**config.mk**
```make
export PLATFORM = sky130hd
export DESIGN_NAME = touch_slider_and_button_qualifier
export DESIGN_NICKNAME = d
export VERILOG_FILES = /design/src/tsbq_pkg.sv /design/src/touch_slider_and_button_qualifier.sv /design/src/tsbq_cfg_regs.sv /design/src/tsbq_entropy.sv /design/src/tsbq_touch.sv /design/src/tsbq_buttons.sv
export SDC_FILE = /design/constraint.sdc
export NUM_CORES = 1
export LEC_CHECK = 0
export ABC_CLOCK_PERIOD_IN_PS = 14400
export BUFFER_PORTS_ARGS = -buffer_cell sky130_fd_sc_hd__buf_2
export CORE_AREA = 2 2 256 258
export DETAILED_ROUTE_END_ITERATION = 10
export DIE_AREA = 0 0 258 260
export GPL_TIMING_DRIVEN = 0
export PLACE_DENSITY = 0.52
export SLEW_MARGIN = 20
export SYNTH_ARGS = -nofsm -noshare
export SYNTH_HDL_FRONTEND = slang
export SYNTH_SLANG_ARGS = --single-unit
```
**constraint.sdc**
```tcl
create_clock -name clk -period 14.4 [get_ports clk]
set_input_delay 1.44 -clock clk [delete_from_list [all_inputs] [get_ports clk]]
set_output_delay 1.44 -clock clk [all_outputs]
set_load 0.02 [all_outputs]
```
**src/tsbq_pkg.sv**
```systemverilog
// ----------------------------------------------------------------------------
// tsbq_pkg
// Shared types and constants for the touch slider and button qualifier.
// ----------------------------------------------------------------------------
package tsbq_pkg;

  localparam int COUNTER_WIDTH_DEF = 8;
  localparam int NUM_BUTTONS       = 5;
  localparam int NUM_ZONES         = 3;
  localparam int ZONE_DOWN         = 0;
  localparam int ZONE_MID          = 1;
  localparam int ZONE_UP           = 2;
  localparam int CFG_WIDTH         = 18;
  localparam int CALC_WIDTH        = 20;
  localparam int SHIFT_WIDTH       = 4;

  localparam logic signed [CFG_WIDTH-1:0] UPPER_BASE_RST     = 18'sd28000;
  localparam logic signed [CFG_WIDTH-1:0] MIDDLE_OFFSET_RST  = -18'sd1500;
  localparam logic signed [CFG_WIDTH-1:0] LOWER_OFFSET_RST   = -18'sd7500;
  localparam logic signed [CFG_WIDTH-1:0] PERCENT_OFFSET_RST = 18'sd32934;
  localparam logic [31:0]                 POOL_SEED          = 32'd961748927;
  localparam logic [6:0]                  PERCENT_MAX        = 7'd100;

  typedef enum logic [1:0] {
    REG_UPPER_BASE     = 2'd0,
    REG_MIDDLE_OFFSET  = 2'd1,
    REG_LOWER_OFFSET   = 2'd2,
    REG_PERCENT_OFFSET = 2'd3
  } cfg_index_t;

  typedef struct packed {
    logic signed [CFG_WIDTH-1:0] upper_base;
    logic signed [CFG_WIDTH-1:0] middle_offset;
    logic signed [CFG_WIDTH-1:0] lower_offset;
    logic signed [CFG_WIDTH-1:0] percent_offset;
  } cfg_t;

  typedef struct packed {
    logic [15:0] outer_pad_sum;
    logic [15:0] inner_pad_sum;
    logic [4:0]  button_levels;
  } in_t;

  typedef struct packed {
    logic [7:0]  solo_count;
    logic [7:0]  up_count;
    logic [7:0]  left_count;
    logic [7:0]  right_count;
    logic [7:0]  down_count;
    logic [7:0]  touch_low_count;
    logic [7:0]  touch_mid_count;
    logic [7:0]  touch_high_count;
    logic [6:0]  touch_percent;
    logic [5:0]  release_mask;
    logic [31:0] entropy_value;
  } out_t;

endpackage

```
**src/touch_slider_and_button_qualifier.sv**
```systemverilog
// ----------------------------------------------------------------------------
// touch_slider_and_button_qualifier
// Qualifies capacitive slider touches and button holds once per scan tick.
// ----------------------------------------------------------------------------
// Each request carries one scan tick: two pad sums and five button levels.
// The block takes one request per clock while out_ready keeps the result
// register draining, and returns one result per request. A request waits in
// the input register while the counter, zone and entropy update runs in a
// single pass into the result register, which also writes back the counter
// state. A new request can enter the input register as the one before it moves
// on. While a result waits for out_ready, the request behind it stays in the
// input register and in_ready stays low until the result leaves. The user must
// write the configuration registers through the cfg port only while no request
// is in flight; the block itself does not enforce this.
module touch_slider_and_button_qualifier #(
  parameter int COUNTER_WIDTH = tsbq_pkg::COUNTER_WIDTH_DEF
) (
  input  logic            clk,
  input  logic            rst_n,
  input  logic            in_valid,
  output logic            in_ready,
  input  tsbq_pkg::in_t   in_data,
  output logic            out_valid,
  input  logic            out_ready,
  output tsbq_pkg::out_t  out_data,
  input  logic            cfg_valid,
  output logic            cfg_ready,
  input  logic [1:0]      cfg_index,
  input  logic [17:0]     cfg_data
);

  logic           s1_valid_r;
  tsbq_pkg::in_t  s1_data_r;
  logic           out_valid_r;
  tsbq_pkg::out_t out_data_r;
  tsbq_pkg::out_t out_data_nxt;
  logic           step;
  tsbq_pkg::cfg_t cfg;

  logic [31:0]      pool_next;
  logic [2:0][7:0]  zone_count;
  logic [6:0]       percent;
  logic             inactive;
  logic [4:0][7:0]  hold_count;
  logic [4:0]       released;

  assign step      = s1_valid_r && (!out_valid_r || out_ready);
  assign in_ready  = !s1_valid_r || step;
  assign cfg_ready = 1'b1;

  tsbq_cfg_regs u_cfg_regs (
    .clk      (clk),
    .rst_n    (rst_n),
    .wr_en    (cfg_valid),
    .wr_index (cfg_index),
    .wr_data  (cfg_data),
    .cfg      (cfg)
  );

  tsbq_entropy u_entropy (
    .clk           (clk),
    .rst_n         (rst_n),
    .step          (step),
    .outer_pad_sum (s1_data_r.outer_pad_sum),
    .inner_pad_sum (s1_data_r.inner_pad_sum),
    .pool_next     (pool_next)
  );

  tsbq_touch #(
    .COUNTER_WIDTH (COUNTER_WIDTH)
  ) u_touch (
    .clk           (clk),
    .rst_n         (rst_n),
    .step          (step),
    .cfg           (cfg),
    .outer_pad_sum (s1_data_r.outer_pad_sum),
    .inner_pad_sum (s1_data_r.inner_pad_sum),
    .zone_count    (zone_count),
    .percent       (percent),
    .inactive      (inactive)
  );

  tsbq_buttons #(
    .COUNTER_WIDTH (COUNTER_WIDTH)
  ) u_buttons (
    .clk           (clk),
    .rst_n         (rst_n),
    .step          (step),
    .button_levels (s1_data_r.button_levels),
    .hold_count    (hold_count),
    .released      (released)
  );

  always_comb begin
    out_data_nxt.solo_count       = hold_count[0];
    out_data_nxt.up_count         = hold_count[1];
    out_data_nxt.left_count       = hold_count[2];
    out_data_nxt.right_count      = hold_count[3];
    out_data_nxt.down_count       = hold_count[4];
    out_data_nxt.touch_low_count  = zone_count[tsbq_pkg::ZONE_DOWN];
    out_data_nxt.touch_mid_count  = zone_count[tsbq_pkg::ZONE_MID];
    out_data_nxt.touch_high_count = zone_count[tsbq_pkg::ZONE_UP];
    out_data_nxt.touch_percent    = percent;
    out_data_nxt.release_mask     = {inactive, released};
    out_data_nxt.entropy_value    = pool_next;
  end

  always_ff @(posedge clk) begin
    if (!rst_n) begin
      s1_valid_r  <= 1'b0;
      out_valid_r <= 1'b0;
    end else begin
      if (in_ready) begin
        s1_valid_r <= in_valid;
      end
      if (step) begin
        out_valid_r <= 1'b1;
      end else if (out_ready) begin
        out_valid_r <= 1'b0;
      end
    end
  end

  always_ff @(posedge clk) begin
    if (in_valid && in_ready) begin
      s1_data_r <= in_data;
    end
    if (step) begin
      out_data_r <= out_data_nxt;
    end
  end

  assign out_valid = out_valid_r;
  assign out_data  = out_data_r;

endmodule

```
**src/tsbq_cfg_regs.sv**
```systemverilog
// ----------------------------------------------------------------------------
// tsbq_cfg_regs
// Holds the four threshold and offset registers written over the config port.
// ----------------------------------------------------------------------------
module tsbq_cfg_regs (
  input  logic                    clk,
  input  logic                    rst_n,
  input  logic                    wr_en,
  input  logic [1:0]              wr_index,
  input  logic [17:0]             wr_data,
  output tsbq_pkg::cfg_t          cfg
);

  tsbq_pkg::cfg_t cfg_r;
  tsbq_pkg::cfg_t cfg_nxt;

  always_comb begin
    cfg_nxt = cfg_r;
    if (wr_en) begin
      case (tsbq_pkg::cfg_index_t'(wr_index))
        tsbq_pkg::REG_UPPER_BASE:     cfg_nxt.upper_base     = wr_data;
        tsbq_pkg::REG_MIDDLE_OFFSET:  cfg_nxt.middle_offset  = wr_data;
        tsbq_pkg::REG_LOWER_OFFSET:   cfg_nxt.lower_offset   = wr_data;
        tsbq_pkg::REG_PERCENT_OFFSET: cfg_nxt.percent_offset = wr_data;
        default:                      cfg_nxt = cfg_r;
      endcase
    end
  end

  always_ff @(posedge clk) begin
    if (!rst_n) begin
      cfg_r.upper_base     <= tsbq_pkg::UPPER_BASE_RST;
      cfg_r.middle_offset  <= tsbq_pkg::MIDDLE_OFFSET_RST;
      cfg_r.lower_offset   <= tsbq_pkg::LOWER_OFFSET_RST;
      cfg_r.percent_offset <= tsbq_pkg::PERCENT_OFFSET_RST;
    end else begin
      cfg_r <= cfg_nxt;
    end
  end

  assign cfg = cfg_r;

endmodule

```
**src/tsbq_entropy.sv**
```systemverilog
// ----------------------------------------------------------------------------
// tsbq_entropy
// Tick counter and entropy pool; mixes both pad sums into the pool per tick.
// ----------------------------------------------------------------------------
module tsbq_entropy (
  input  logic        clk,
  input  logic        rst_n,
  input  logic        step,
  input  logic [15:0] outer_pad_sum,
  input  logic [15:0] inner_pad_sum,
  output logic [31:0] pool_next
);

  // Only the low four tick bits are used as the shift amount, so only they are kept.
  logic [tsbq_pkg::SHIFT_WIDTH-1:0] tick_r;
  logic [tsbq_pkg::SHIFT_WIDTH-1:0] tick_nxt;
  logic [31:0]                      pool_r;
  logic [31:0]                      pool_mid;
  logic [31:0]                      pool_nxt;

  always_comb begin
    tick_nxt = tick_r + 1'b1;
    pool_mid = {16'b0, outer_pad_sum} ^ (pool_r << tick_nxt);
    pool_nxt = {16'b0, inner_pad_sum} ^ (pool_mid << tick_nxt);
  end

  always_ff @(posedge clk) begin
    if (!rst_n) begin
      tick_r <= '0;
      pool_r <= tsbq_pkg::POOL_SEED;
    end else if (step) begin
      tick_r <= tick_nxt;
      pool_r <= pool_nxt;
    end
  end

  assign pool_next = pool_nxt;

endmodule

```
**src/tsbq_touch.sv**
```systemverilog
// ----------------------------------------------------------------------------
// tsbq_touch
// Touch detection, zone counters and the clamped touch percent estimate.
// ----------------------------------------------------------------------------
module tsbq_touch #(
  parameter int COUNTER_WIDTH = tsbq_pkg::COUNTER_WIDTH_DEF
) (
  input  logic                  clk,
  input  logic                  rst_n,
  input  logic                  step,
  input  tsbq_pkg::cfg_t        cfg,
  input  logic [15:0]           outer_pad_sum,
  input  logic [15:0]           inner_pad_sum,
  output logic [2:0][7:0]       zone_count,
  output logic [6:0]            percent,
  output logic                  inactive
);

  localparam int CW = tsbq_pkg::CALC_WIDTH;
  localparam logic [COUNTER_WIDTH-1:0] COUNT_MAX = {COUNTER_WIDTH{1'b1}};

  logic [COUNTER_WIDTH-1:0] zone_r   [tsbq_pkg::NUM_ZONES];
  logic [COUNTER_WIDTH-1:0] zone_nxt [tsbq_pkg::NUM_ZONES];
  logic [6:0]               pct_r;
  logic [6:0]               pct_nxt;

  logic signed [CW-1:0] outer_s;
  logic signed [CW-1:0] inner_s;
  logic signed [CW-1:0] two_outer;
  logic signed [CW-1:0] three_outer;
  logic signed [CW-1:0] bound;
  logic signed [CW-1:0] y2;
  logic signed [CW-1:0] y3;
  logic signed [CW-1:0] pct_raw;
  logic                 active;
  logic [7:0]           pct_byte;
  logic [2:0]           bump;
  logic [COUNTER_WIDTH+7:0] zone_ext [tsbq_pkg::NUM_ZONES];

  always_comb begin
    outer_s     = signed'({4'b0, outer_pad_sum});
    inner_s     = signed'({4'b0, inner_pad_sum});
    two_outer   = outer_s <<< 1;
    three_outer = two_outer + outer_s;
    bound   = signed'({{2{cfg.upper_base[17]}}, cfg.upper_base}) - two_outer;
    y2      = signed'({{2{cfg.middle_offset[17]}}, cfg.middle_offset}) + two_outer;
    y3      = signed'({{2{cfg.lower_offset[17]}}, cfg.lower_offset}) + two_outer;
    pct_raw = inner_s - three_outer
              + signed'({{2{cfg.percent_offset[17]}}, cfg.percent_offset});
    active  = inner_s < bound;

    // The second byte of the sum is read as a signed value before clamping.
    pct_byte = pct_raw[15:8];

    // An inner sum exactly on a zone boundary bumps no zone.
    bump[tsbq_pkg::ZONE_DOWN] = inner_s < y3;
    bump[tsbq_pkg::ZONE_MID]  = (inner_s < y2) && (inner_s > y3);
    bump[tsbq_pkg::ZONE_UP]   = inner_s > y2;

    for (int k = 0; k < tsbq_pkg::NUM_ZONES; k++) begin
      if (!active) begin
        zone_nxt[k] = '0;
      end else if (bump[k] && (zone_r[k] != COUNT_MAX)) begin
        zone_nxt[k] = zone_r[k] + 1'b1;
      end else begin
        zone_nxt[k] = zone_r[k];
      end
      zone_ext[k]   = {8'b0, zone_nxt[k]};
      zone_count[k] = zone_ext[k][7:0];
    end

    if (!active || pct_byte[7]) begin
      pct_nxt = '0;
    end else if (pct_byte[6:0] > tsbq_pkg::PERCENT_MAX) begin
      pct_nxt = tsbq_pkg::PERCENT_MAX;
    end else begin
      pct_nxt = pct_byte[6:0];
    end
  end

  always_ff @(posedge clk) begin
    if (!rst_n) begin
      for (int k = 0; k < tsbq_pkg::NUM_ZONES; k++) begin
        zone_r[k] <= '0;
      end
      pct_r <= '0;
    end else if (step) begin
      for (int k = 0; k < tsbq_pkg::NUM_ZONES; k++) begin
        zone_r[k] <= zone_nxt[k];
      end
      pct_r <= pct_nxt;
    end
  end

  // The percent is recomputed from scratch each tick; the register keeps the
  // last value as block state.
  assign percent  = step ? pct_nxt : pct_r;
  assign inactive = !active;

endmodule

```
**src/tsbq_buttons.sv**
```systemverilog
// ----------------------------------------------------------------------------
// tsbq_buttons
// Saturating hold counters for the five active-low buttons.
// ----------------------------------------------------------------------------
module tsbq_buttons #(
  parameter int COUNTER_WIDTH = tsbq_pkg::COUNTER_WIDTH_DEF
) (
  input  logic            clk,
  input  logic            rst_n,
  input  logic            step,
  input  logic [4:0]      button_levels,
  output logic [4:0][7:0] hold_count,
  output logic [4:0]      released
);

  localparam logic [COUNTER_WIDTH-1:0] COUNT_MAX = {COUNTER_WIDTH{1'b1}};

  logic [COUNTER_WIDTH-1:0]   btn_r   [tsbq_pkg::NUM_BUTTONS];
  logic [COUNTER_WIDTH-1:0]   btn_nxt [tsbq_pkg::NUM_BUTTONS];
  logic [COUNTER_WIDTH+7:0]   btn_ext [tsbq_pkg::NUM_BUTTONS];

  always_comb begin
    for (int k = 0; k < tsbq_pkg::NUM_BUTTONS; k++) begin
      if (button_levels[k]) begin
        btn_nxt[k] = '0;
      end else if (btn_r[k] != COUNT_MAX) begin
        btn_nxt[k] = btn_r[k] + 1'b1;
      end else begin
        btn_nxt[k] = btn_r[k];
      end
      btn_ext[k]    = {8'b0, btn_nxt[k]};
      hold_count[k] = btn_ext[k][7:0];
    end
  end

  always_ff @(posedge clk) begin
    if (!rst_n) begin
      for (int k = 0; k < tsbq_pkg::NUM_BUTTONS; k++) begin
        btn_r[k] <= '0;
      end
    end else if (step) begin
      for (int k = 0; k < tsbq_pkg::NUM_BUTTONS; k++) begin
        btn_r[k] <= btn_nxt[k];
      end
    end
  end

  // A high pin level means the button is up.
  assign released = button_levels;

endmodule
```
==> impl_metrics.toml, run 1 <==
[run_status]
status = "finished clean"

[setup_path]
cp_top_family = "compound AO/OA/AOI/OAI gates"
cp_max_fo = 10
cp_slowest_cell = "edfxtp_1"
critPathMaxStageDelay_ns = 0.65
worstReg2RegStart = "s1_data_r[21]"
end_kind = "register"
r2r_cells = 20
cp_cell_sequence = "ha_1 > fa_1 > a211o_1 > nand4_1 > a21oi_1 > o21ai_0 > nand2_1 > a21oi_1 > o21bai_1 > xnor2_1 > ha_1 > nand4_1 > or4_1 > a21oi_1 > a211oi_1 > nor3b_1 > o221a_2 > o211ai_1 > or3_1 > a21oi_1"
crit_path_frequent_cell = "a21oi_1"
timing.rr.end = "out_data[56]"
cp.required_ns = 14.81
arrival_ns = 6.16
worstSetupPathType = "register to register"
crit_buf_inv = 0
reg2reg_slack_ns = 8.65
start_kind = "register"

[drt]
met3_length_um = 3170
antenna_left = 0
dr.first_iter.drc_count = 1273
drc = 0
drt-total-wl_um = 64800
dr.pass1.iters = 5
wl_met2_um = 29000
top_layer = "met5"
viasPerCell = 5.29
vias = 16400
wl_per_cell_um = 20.9
wl_met1_um = 30500

[worst_hold_path]
hold_start = "u_cfg_regs.cfg[10]"
hold_class = "register to register"
whs_endpoint = "u_cfg_regs.cfg[10]"
whs_path_depth = 2

[placement]
dp_slack_ns = 8.73
place_hpwl_um = 50300
numPortBuffers = 170
place_congestion = 0.916

[global_route]
grt_pass1_vias = 16200
grt_usage = 0.193
grt.overflow.total = 0
antenna_found_initial = 1
grt_pass1_wl_um = 99300
grt_max_degree = 56

[logic_synthesis]
synth_edf_count = 210
synth_area_mm2 = 0.0204
postSynth.asyncResetShare = 0
postSynthAreaPerCell_um2 = 10.2
ys_ff_latch = 318
syn-num-nets = 2209
synthDistinctLibCells = 86
synthCells = 1996
synth-main-ff-cell = "edfxtp_1"
ys_seq_area_frac = 0.416
synth_warnings = 0

[floorplanning]
coreArea_mm2 = 0.0641
fp.dieH_um = 260
dieArea_mm2 = 0.0671
start_util = 0.318
io_pins = 174
rows = 93
die_width_um = 258

[finish]
layout-drive-gt1-share = 0.154
fin_util = 0.370
area_growth_pct = 16.4
nets = 2425
antenna_cells = 0
final_cell_mix = "nand2_1 (260), edfxtp_1 (210), buf_2 (183), nor2_1 (140), ha_1 (120)"
fillers = 6360
layout_commonest_cell = "nand2_1"

[sta]
tightest_slew_ns = 0.964
max_clock_freq_ghz = 0.174
rsz0062_at_grt = "no"
min_period_over_period = 0.399
fin_ws_ns = 8.65
slew_viol_final = 0
finClkSkew_ns = 0.0202
slew_headroom = 0.357
min_period_ns = 5.75
setup_viol = 0
setup-tns-final_ns = 0
finalHoldViolations = 0

[power]
leakagePower_nw = 9.65
p_per_area_mw_per_mm2 = 122
peakVddDrop_mv = 0.0689

[clock_network]
clk_pin_slew_ns = 0.06
clk_latency_ns = 0.58
h-tree-depth = 2
ctsHoldBuffers = 0
cts_buffers = 40
cts_buffer_depth = 3
post-cts-setup-buffers = 0
cts_sinks = 318
cts_tree = "done"
cts_resized = 0
root_buffer = "clkbuf_16"

[run]
cap_violations = 0
-- layout make-up --
type	instances	area, um2	area share
multi-input combinational	1503	11200	0.472
clock buffer	57	1140	0.0479
inverter	90	340	0.0144
clock inverter	16	178	0.00750
tap	855	1070	0.0451
buffer	85	385	0.0163
sequential	318	8470	0.357
timing repair buffer	174	946	0.0399
-- kinds of logic after synthesis --
kind of cell	synth area share
AOI/OAI and AO/OA	0.133
xor gates and xnor gates	0.0539
adders and majority gates	0.104
buffers and inverters	0.0353
DFF	0.416
muxes	0.102
other	0.000184
and+or+nand+nor	0.156
-- worst max-delay path by stage --
stage / from / endpoint / slack [ns] / cells past startpoint
6_report: s1_data_r[21] / out_data[56] / 8.65 / 20
5_1_grt: s1_data_r[21] / out_data[56] / 8.22 / 20
4_1_cts: s1_data_r[21] / out_data[56] / 8.70 / 20
3_5_place_dp: s1_data_r[21] / u_touch.zone_r[0][15] / 8.73 / 20
3_3_place_gp: out_ready / out_data[61] / 6.43 / 6
2_1_floorplan: out_ready / out_data[0] / 8.64 / 5
-- state kept, by name, indices dropped and copies added, names as in the netlist, 4 cells and up --
register	cells
out_data	109
u_cfg_regs.cfg	70
u_buttons.btn_r	40
s1_data_r	37
u_entropy.pool_r	32
u_touch.zone_r	24
u_entropy.tick_r	4
-- per-layer routing --
layer,track usage,up-vias
li1,-,7780
met1,0.269,8011
met2,0.308,477
met3,0.0279,107
met4,0.0615,2
met5,0,-
-- where the power goes --
part	internal [mW]	total [mW]	leakage, nW	switching, mW
Sequential	1.05	1.10	2.96	0.0566
Combinational	0.312	0.793	6.06	0.481
Clock	0.591	1.00	0.632	0.410
-- cell usage after synthesis, drive strengths merged (12+ instances only) --
cell | number | area (um2)
nor2b | 12 | 75.1
o211ai | 24 | 180
a21oi | 100 | 500
nand2 | 260 | 976
and3 | 35 | 220
xnor2 | 76 | 684
a21o | 45 | 338
nand3 | 88 | 440
a211oi | 16 | 120
mux2i | 62 | 646
o21ai | 66 | 330
a21boi | 40 | 300
xor2 | 45 | 413
mux4 | 44 | 1030
a31oi | 15 | 93.8
buf | 25 | 156
nor2 | 141 | 532
dfxtp | 108 | 2160
mux2 | 35 | 398
nor3 | 48 | 240
nand4 | 26 | 163
inv | 89 | 334
edfxtp | 210 | 6310
ha | 120 | 1500
fa | 31 | 621
and2 | 25 | 156
clkbuf | 60 | 225
-- through the flow --
step                      cell area (um2)  total power, mW  std cells  hold WS (ns)
after CTS                           23700             2.92       3098         0.466
after floorplan                     20400             1.65       1996         0.443
after global routing                23700             3.05       3098         0.479
after global placement              22300             1.89       3021         0.458
after detailed placement            22400             1.90       3025         0.459
final                               23700             2.90       3098         0.464
-- tightest hold or removal path, stage by stage (launching register included) --
cell	delay [ns]
dfxtp_1	0.31
nand2_1	0.05
a21boi_0	0.06
Note: power is estimated with default switching activity, not from simulation.
==> run 2, diff against run 1 <==
--- a/config.mk
+++ b/config.mk
@@ -5,7 +5,7 @@
 export SDC_FILE = /design/constraint.sdc
 export NUM_CORES = 1
 export LEC_CHECK = 0
-export ABC_CLOCK_PERIOD_IN_PS = 14400
+export ABC_CLOCK_PERIOD_IN_PS = 5900
 export BUFFER_PORTS_ARGS = -buffer_cell sky130_fd_sc_hd__buf_2
 export CORE_AREA = 2 2 256 258
 export DETAILED_ROUTE_END_ITERATION = 10
==> constraint.sdc (replaced) <==
create_clock -name clk -period 5.9 [get_ports clk]
set_input_delay 0.59 -clock clk [delete_from_list [all_inputs] [get_ports clk]]
set_output_delay 0.59 -clock clk [all_outputs]
set_load 0.02 [all_outputs]
==> run 2 against run 1 <==
Final area is 0.53% higher. Worst setup slack got worse by 8.2 ns. Final cell count is 0.52% higher. Clock-buffer cell count unchanged.
==> impl_metrics.toml, run 2 (synthesis results as in run 1) <==
[finish]
fillers = 6359
fin_util = 0.372
largest_reg_flops = 109
layout_commonest_cell = "nand2_1"
area_growth_pct = 17.0
final_cell_mix = "nand2_1 (260), edfxtp_1 (210), buf_2 (183), nor2_1 (140), ha_1 (120)"
final_cells = 3114
layout-drive-gt1-share = 0.160
antenna_cells = 0
nets = 2441

[placement]
numPortBuffers = 170
dp_slack_ns = 0.226
dp.cells = 3025
place_hpwl_um = 50300
place_congestion = 0.916

[setup_path]
r2r_cells = 20
cp_max_fo = 5
worstSetupPathType = "register to register"
start_kind = "register"
cp_cell_sequence = "ha_1 > fa_1 > a211o_1 > nand4_1 > a21oi_1 > o21ai_0 > nand2_1 > a21oi_1 > o21bai_1 > xnor2_1 > ha_1 > nand4_1 > or4_1 > a21oi_1 > a211oi_1 > nor3b_2 > o221a_2 > o211ai_1 > or3_1 > a21oi_1"
worstReg2RegStart = "s1_data_r[21]"
arrival_ns = 5.83
critPathMaxStageDelay_ns = 0.64
cp_top_family = "compound AO/OA/AOI/OAI gates"
cp.required_ns = 6.31
end_kind = "register"
crit_path_frequent_cell = "a21oi_1"
crit_buf_inv = 0
timing.rr.end = "out_data[56]"
cp_slowest_cell = "or4_1"
reg2reg_slack_ns = 0.47

[sta]
slew_headroom = 0.350
min_period_over_period = 0.920
tightest_slew_ns = 0.975
finalHoldViolations = 0
whs_ns = 0.186
finClkSkew_ns = 0.0209
fin_ws_ns = 0.474
setup_viol = 0
rsz0062_at_grt = "no"
slew_viol_final = 0
min_period_ns = 5.43
max_clock_freq_ghz = 0.184

[drt]
drc = 0
wl_per_cell_um = 20.9
dr.first_iter.drc_count = 1258
viasPerCell = 5.27
drt-total-wl_um = 64900
vias = 16400
antenna_left = 0
dr.pass1.iters = 8

[clock_network]
ctsHoldBuffers = 0
clk_latency_ns = 0.58
root_buffer = "clkbuf_16"
cts_sinks = 318
cts_tree = "done"
clk_pin_slew_ns = 0.06
h-tree-depth = 2
cts_buffers = 40
cts_buffer_depth = 3

[global_route]
grt.overflow.total = 0
grt_pass1_wl_um = 99300
grt_pass1_vias = 16200
antenna_found_initial = 1
grt_max_degree = 56
grt_usage = 0.193

[power]
p_per_area_mw_per_mm2 = 297
peakVddDrop_mv = 0.169
leakagePower_nw = 9.73

[worst_hold_path]
hold_start = "in_data[13]"
whs_path_depth = 1
whs_endpoint = "s1_data_r[13]"
hold_class = "input port to register"

[run_status]
status = "finished clean"

[floorplanning]
coreArea_mm2 = 0.0641
fp.dieH_um = 260
rows = 93
start_util = 0.318
io_pins = 174
die_width_um = 258
dieArea_mm2 = 0.0671

[run]
cap_violations = 0
-- run 2: worst max-delay path by stage --
stage,startpoint,endpoint,slack (ns),cells after the start
finish,s1_data_r[21],out_data[56],0.47,20
global route,s1_data_r[21],out_data[56],0.13,20
CTS,s1_data_r[21],out_data[56],0.20,20
detailed placement,s1_data_r[21],u_touch.zone_r[0][15],0.23,20
global placement,out_ready,out_data[61],-1.22,6
floorplan,out_ready,out_data[0],0.99,5
-- run 2: metrics by stage --
step           total power [mW]  setup TNS (ns)  cell area [um2]
2_1_floorplan              4.03               0            20400
3_3_place_gp               4.62         -137.84            22300
3_5_place_dp               4.64               0            22400
4_1_cts                    7.13               0            23700
5_1_grt                    7.45               0            23800
6_report                   7.08               0            23800
-- run 2: what timing repair did --
action / in CTS / in global routing
gates resized for setup: 0 / 1
buffers inserted: 0 / 15
endpoints found under the setup margin: 0 / 10
hold endpoints to repair: 0 / 0
-- run 2: final cells by class --
type                            count  area (um2)  area share
Buffer                             85         385      0.0162
Tap cell                          855        1070      0.0449
Sequential cell                   318        8470       0.355
Inverter                           90         340      0.0143
Timing Repair Buffer              189        1060      0.0444
Clock inverter                     16         178     0.00746
Multi-Input combinational cell   1504       11200       0.470
Clock buffer                       57        1140      0.0477
-- run 2: power by group --
| part | total (mW) | internal, mW | switching [mW] |
|---|---|---|---|
| Combinational | 1.95 | 0.770 | 1.18 |
| Sequential | 2.68 | 2.55 | 0.132 |
| Clock | 2.44 | 1.44 | 1.00 |
| Total | 7.08 | 4.76 | 2.31 |
-- run 2: per-layer routing --
layer	part of all wire	GRT usage
met1	0.47	0.269
met2	0.45	0.308
met3	0.050	0.0279
met4	0.031	0.0615
met5	0.00022	0
==> run 3, diff against run 2 <==
--- a/config.mk
+++ b/config.mk
@@ -10,7 +10,6 @@
 export CORE_AREA = 2 2 256 258
 export DETAILED_ROUTE_END_ITERATION = 10
 export DIE_AREA = 0 0 258 260
-export GPL_TIMING_DRIVEN = 0
 export PLACE_DENSITY = 0.52
 export SLEW_MARGIN = 20
 export SYNTH_ARGS = -nofsm -noshare
==> run 3 against run 2 <==
Final area shrank 1.7%. Register-to-register slack gained 0.21 ns. Die area is the same. Via count shrank 2.4%. Non-clock buffer count shrank 75. Global-route usage shrank 1.3 points. Total power shrank 1.3%. Clock power is essentially flat. Clock-buffer cell count shrank 8. Flip-flop and latch count is the same. Sequential share of layout area grew 0.63 points.
==> impl_metrics.toml, run 3 (synthesis results as in run 1) <==
[run_status]
status = "finished clean"

[drt]
viasPerCell = 5.28
wl_per_cell_um = 20.2
drc = 0
antenna_left = 0
dr.pass1.iters = 5
dr.first_iter.drc_count = 972
drt-total-wl_um = 61300
vias = 16000

[placement]
place_hpwl_um = 45500
place_congestion = 0.886
numPortBuffers = 172

[global_route]
grt_use_met3 = 0.0270
grtUsageMet1 = 0.245
antenna_found_initial = 4
busiest_layer = "met2"
grt_pass1_wl_um = 93700
grt_use_met2 = 0.290
grt.overflow.total = 0
grt_max_degree = 95
grt_pass1_vias = 15600
grt_usage = 0.180

[setup_path]
cp_slowest_cell = "or4_1"
crit_path_frequent_cell = "a21oi_1"
cp_max_fo = 10
critPathMaxStageDelay_ns = 0.60
worstSetupPathType = "register to register"
crit_buf_inv = 0
cp_top_family = "compound AO/OA/AOI/OAI gates"
cp.required_ns = 6.30
start_kind = "register"
end_kind = "register"
arrival_ns = 5.62
cp_cell_sequence = "ha_1 > fa_1 > a211o_1 > nand4_1 > a21oi_1 > o21ai_0 > nand2_1 > a21oi_1 > o21bai_1 > xnor2_1 > ha_1 > nand4_1 > or4_1 > a21oi_1 > a211oi_1 > nor3b_1 > o221a_2 > o211ai_1 > or3_1 > a21oi_1"

[finish]
area_growth_pct = 15.1
final_cell_mix = "nand2_1 (260), edfxtp_1 (210), buf_2 (172), nor2_1 (140), ha_1 (119)"
seqCellArea_mm2 = 0.00847
fillers = 6458
layout_commonest_cell = "nand2_1"
largest_reg_flops = 109
layout-drive-gt1-share = 0.162
multiInputGateArea_mm2 = 0.0112
nets = 2363

[sta]
whs_ns = 0.198
slew_viol_final = 0
slew_headroom = 0.304
setup-tns-final_ns = 0
tightest_slew_ns = 1.04
min_period_ns = 5.21
finClkSkew_ns = 0.0103
finalHoldViolations = 0
rsz0062_at_grt = "no"
max_clock_freq_ghz = 0.192
setup_viol = 0
min_period_over_period = 0.884

[power]
p_per_area_mw_per_mm2 = 298
leakagePower_nw = 9.57
peakVddDrop_mv = 0.153
power_mw = 6.98

[clock_network]
cts_tree = "done"
root_buffer = "clkbuf_16"
cts_resized = 0
h-tree-depth = 2
clk_latency_ns = 0.57
cts_buffer_depth = 3
clk_pin_slew_ns = 0.06
cts_sinks = 318
ctsHoldBuffers = 0
post-cts-setup-buffers = 0
cts_buffers = 38

[floorplanning]
rows = 93
fp.dieH_um = 260
coreArea_mm2 = 0.0641
dieArea_mm2 = 0.0671
io_pins = 174
die_width_um = 258
start_util = 0.318

[run]
cap_violations = 0

[worst_hold_path]
hold_class = "input port to register"
run 3: cell count changes in the layout (fill, tap and decap cells not counted), moves of 3 or more:
cell / change
buf_4: +8
clkbuf_1: -63
buf_2: -11
clkinv_4: -3
diode_2: +4
buf_12: -3
clkinv_2: +8
buf_1: -5
run 3: worst paths after layout:
kind / start / endpoint / slack (ns) / cells past startpoint
worst max-delay path: s1_data_r[21] / out_data[58] / 0.69 / 20
worst min-delay path: in_data[6] / s1_data_r[6] / 0.20 / 1
worst max register to register: s1_data_r[21] / out_data[58] / 0.69 / 20
worst min register to register: u_cfg_regs.cfg[0] / u_cfg_regs.cfg[0] / 0.47 / 2
run 3: worst register-to-register path: stages, from the launching register on:
cell,delay [ns]
edfxtp_1,0.40
ha_1,0.24
fa_1,0.43
a211o_1,0.36
nand4_1,0.20
a21oi_1,0.10
o21ai_0,0.15
nand2_1,0.11
a21oi_1,0.17
o21bai_1,0.10
xnor2_1,0.14
ha_1,0.30
nand4_1,0.12
or4_1,0.60
a21oi_1,0.16
a211oi_1,0.08
nor3b_1,0.26
o221a_2,0.27
o211ai_1,0.26
or3_1,0.42
a21oi_1,0.18
run 3: layout make-up:
cell class | instances | share of cell area
timing repair buffer | 199 | 0.0454
multi-input combinational | 1503 | 0.478
antenna | 4 | 0.000427
tap | 855 | 0.0457
clock buffer | 49 | 0.0445
inverter | 90 | 0.0147
clock inverter | 21 | 0.00977
sequential | 318 | 0.362
run 3: stage by stage:
stage                     setup slack [ns]  utilization  cells  area (um2)
after global routing                 0.315        0.365   3039       23400
after detailed placement             0.779        0.345   2965       22100
final                                0.687        0.365   3039       23400
after floorplan                      0.987            -   1996       20400
after CTS                            0.726        0.365   3035       23400
after global placement               0.888        0.345   2965       22100
run 3: report_power, final:
part           internal (mW)  switching (mW)
clock                   1.43           0.993
combinational          0.752            1.12
sequential              2.55           0.137
run 3: layer usage:
layer	up-vias	wire length [um]
li1	7657	-
met1	7772	28200
met2	486	27700
met3	122	3120
met4	0	2270
met5	-	0
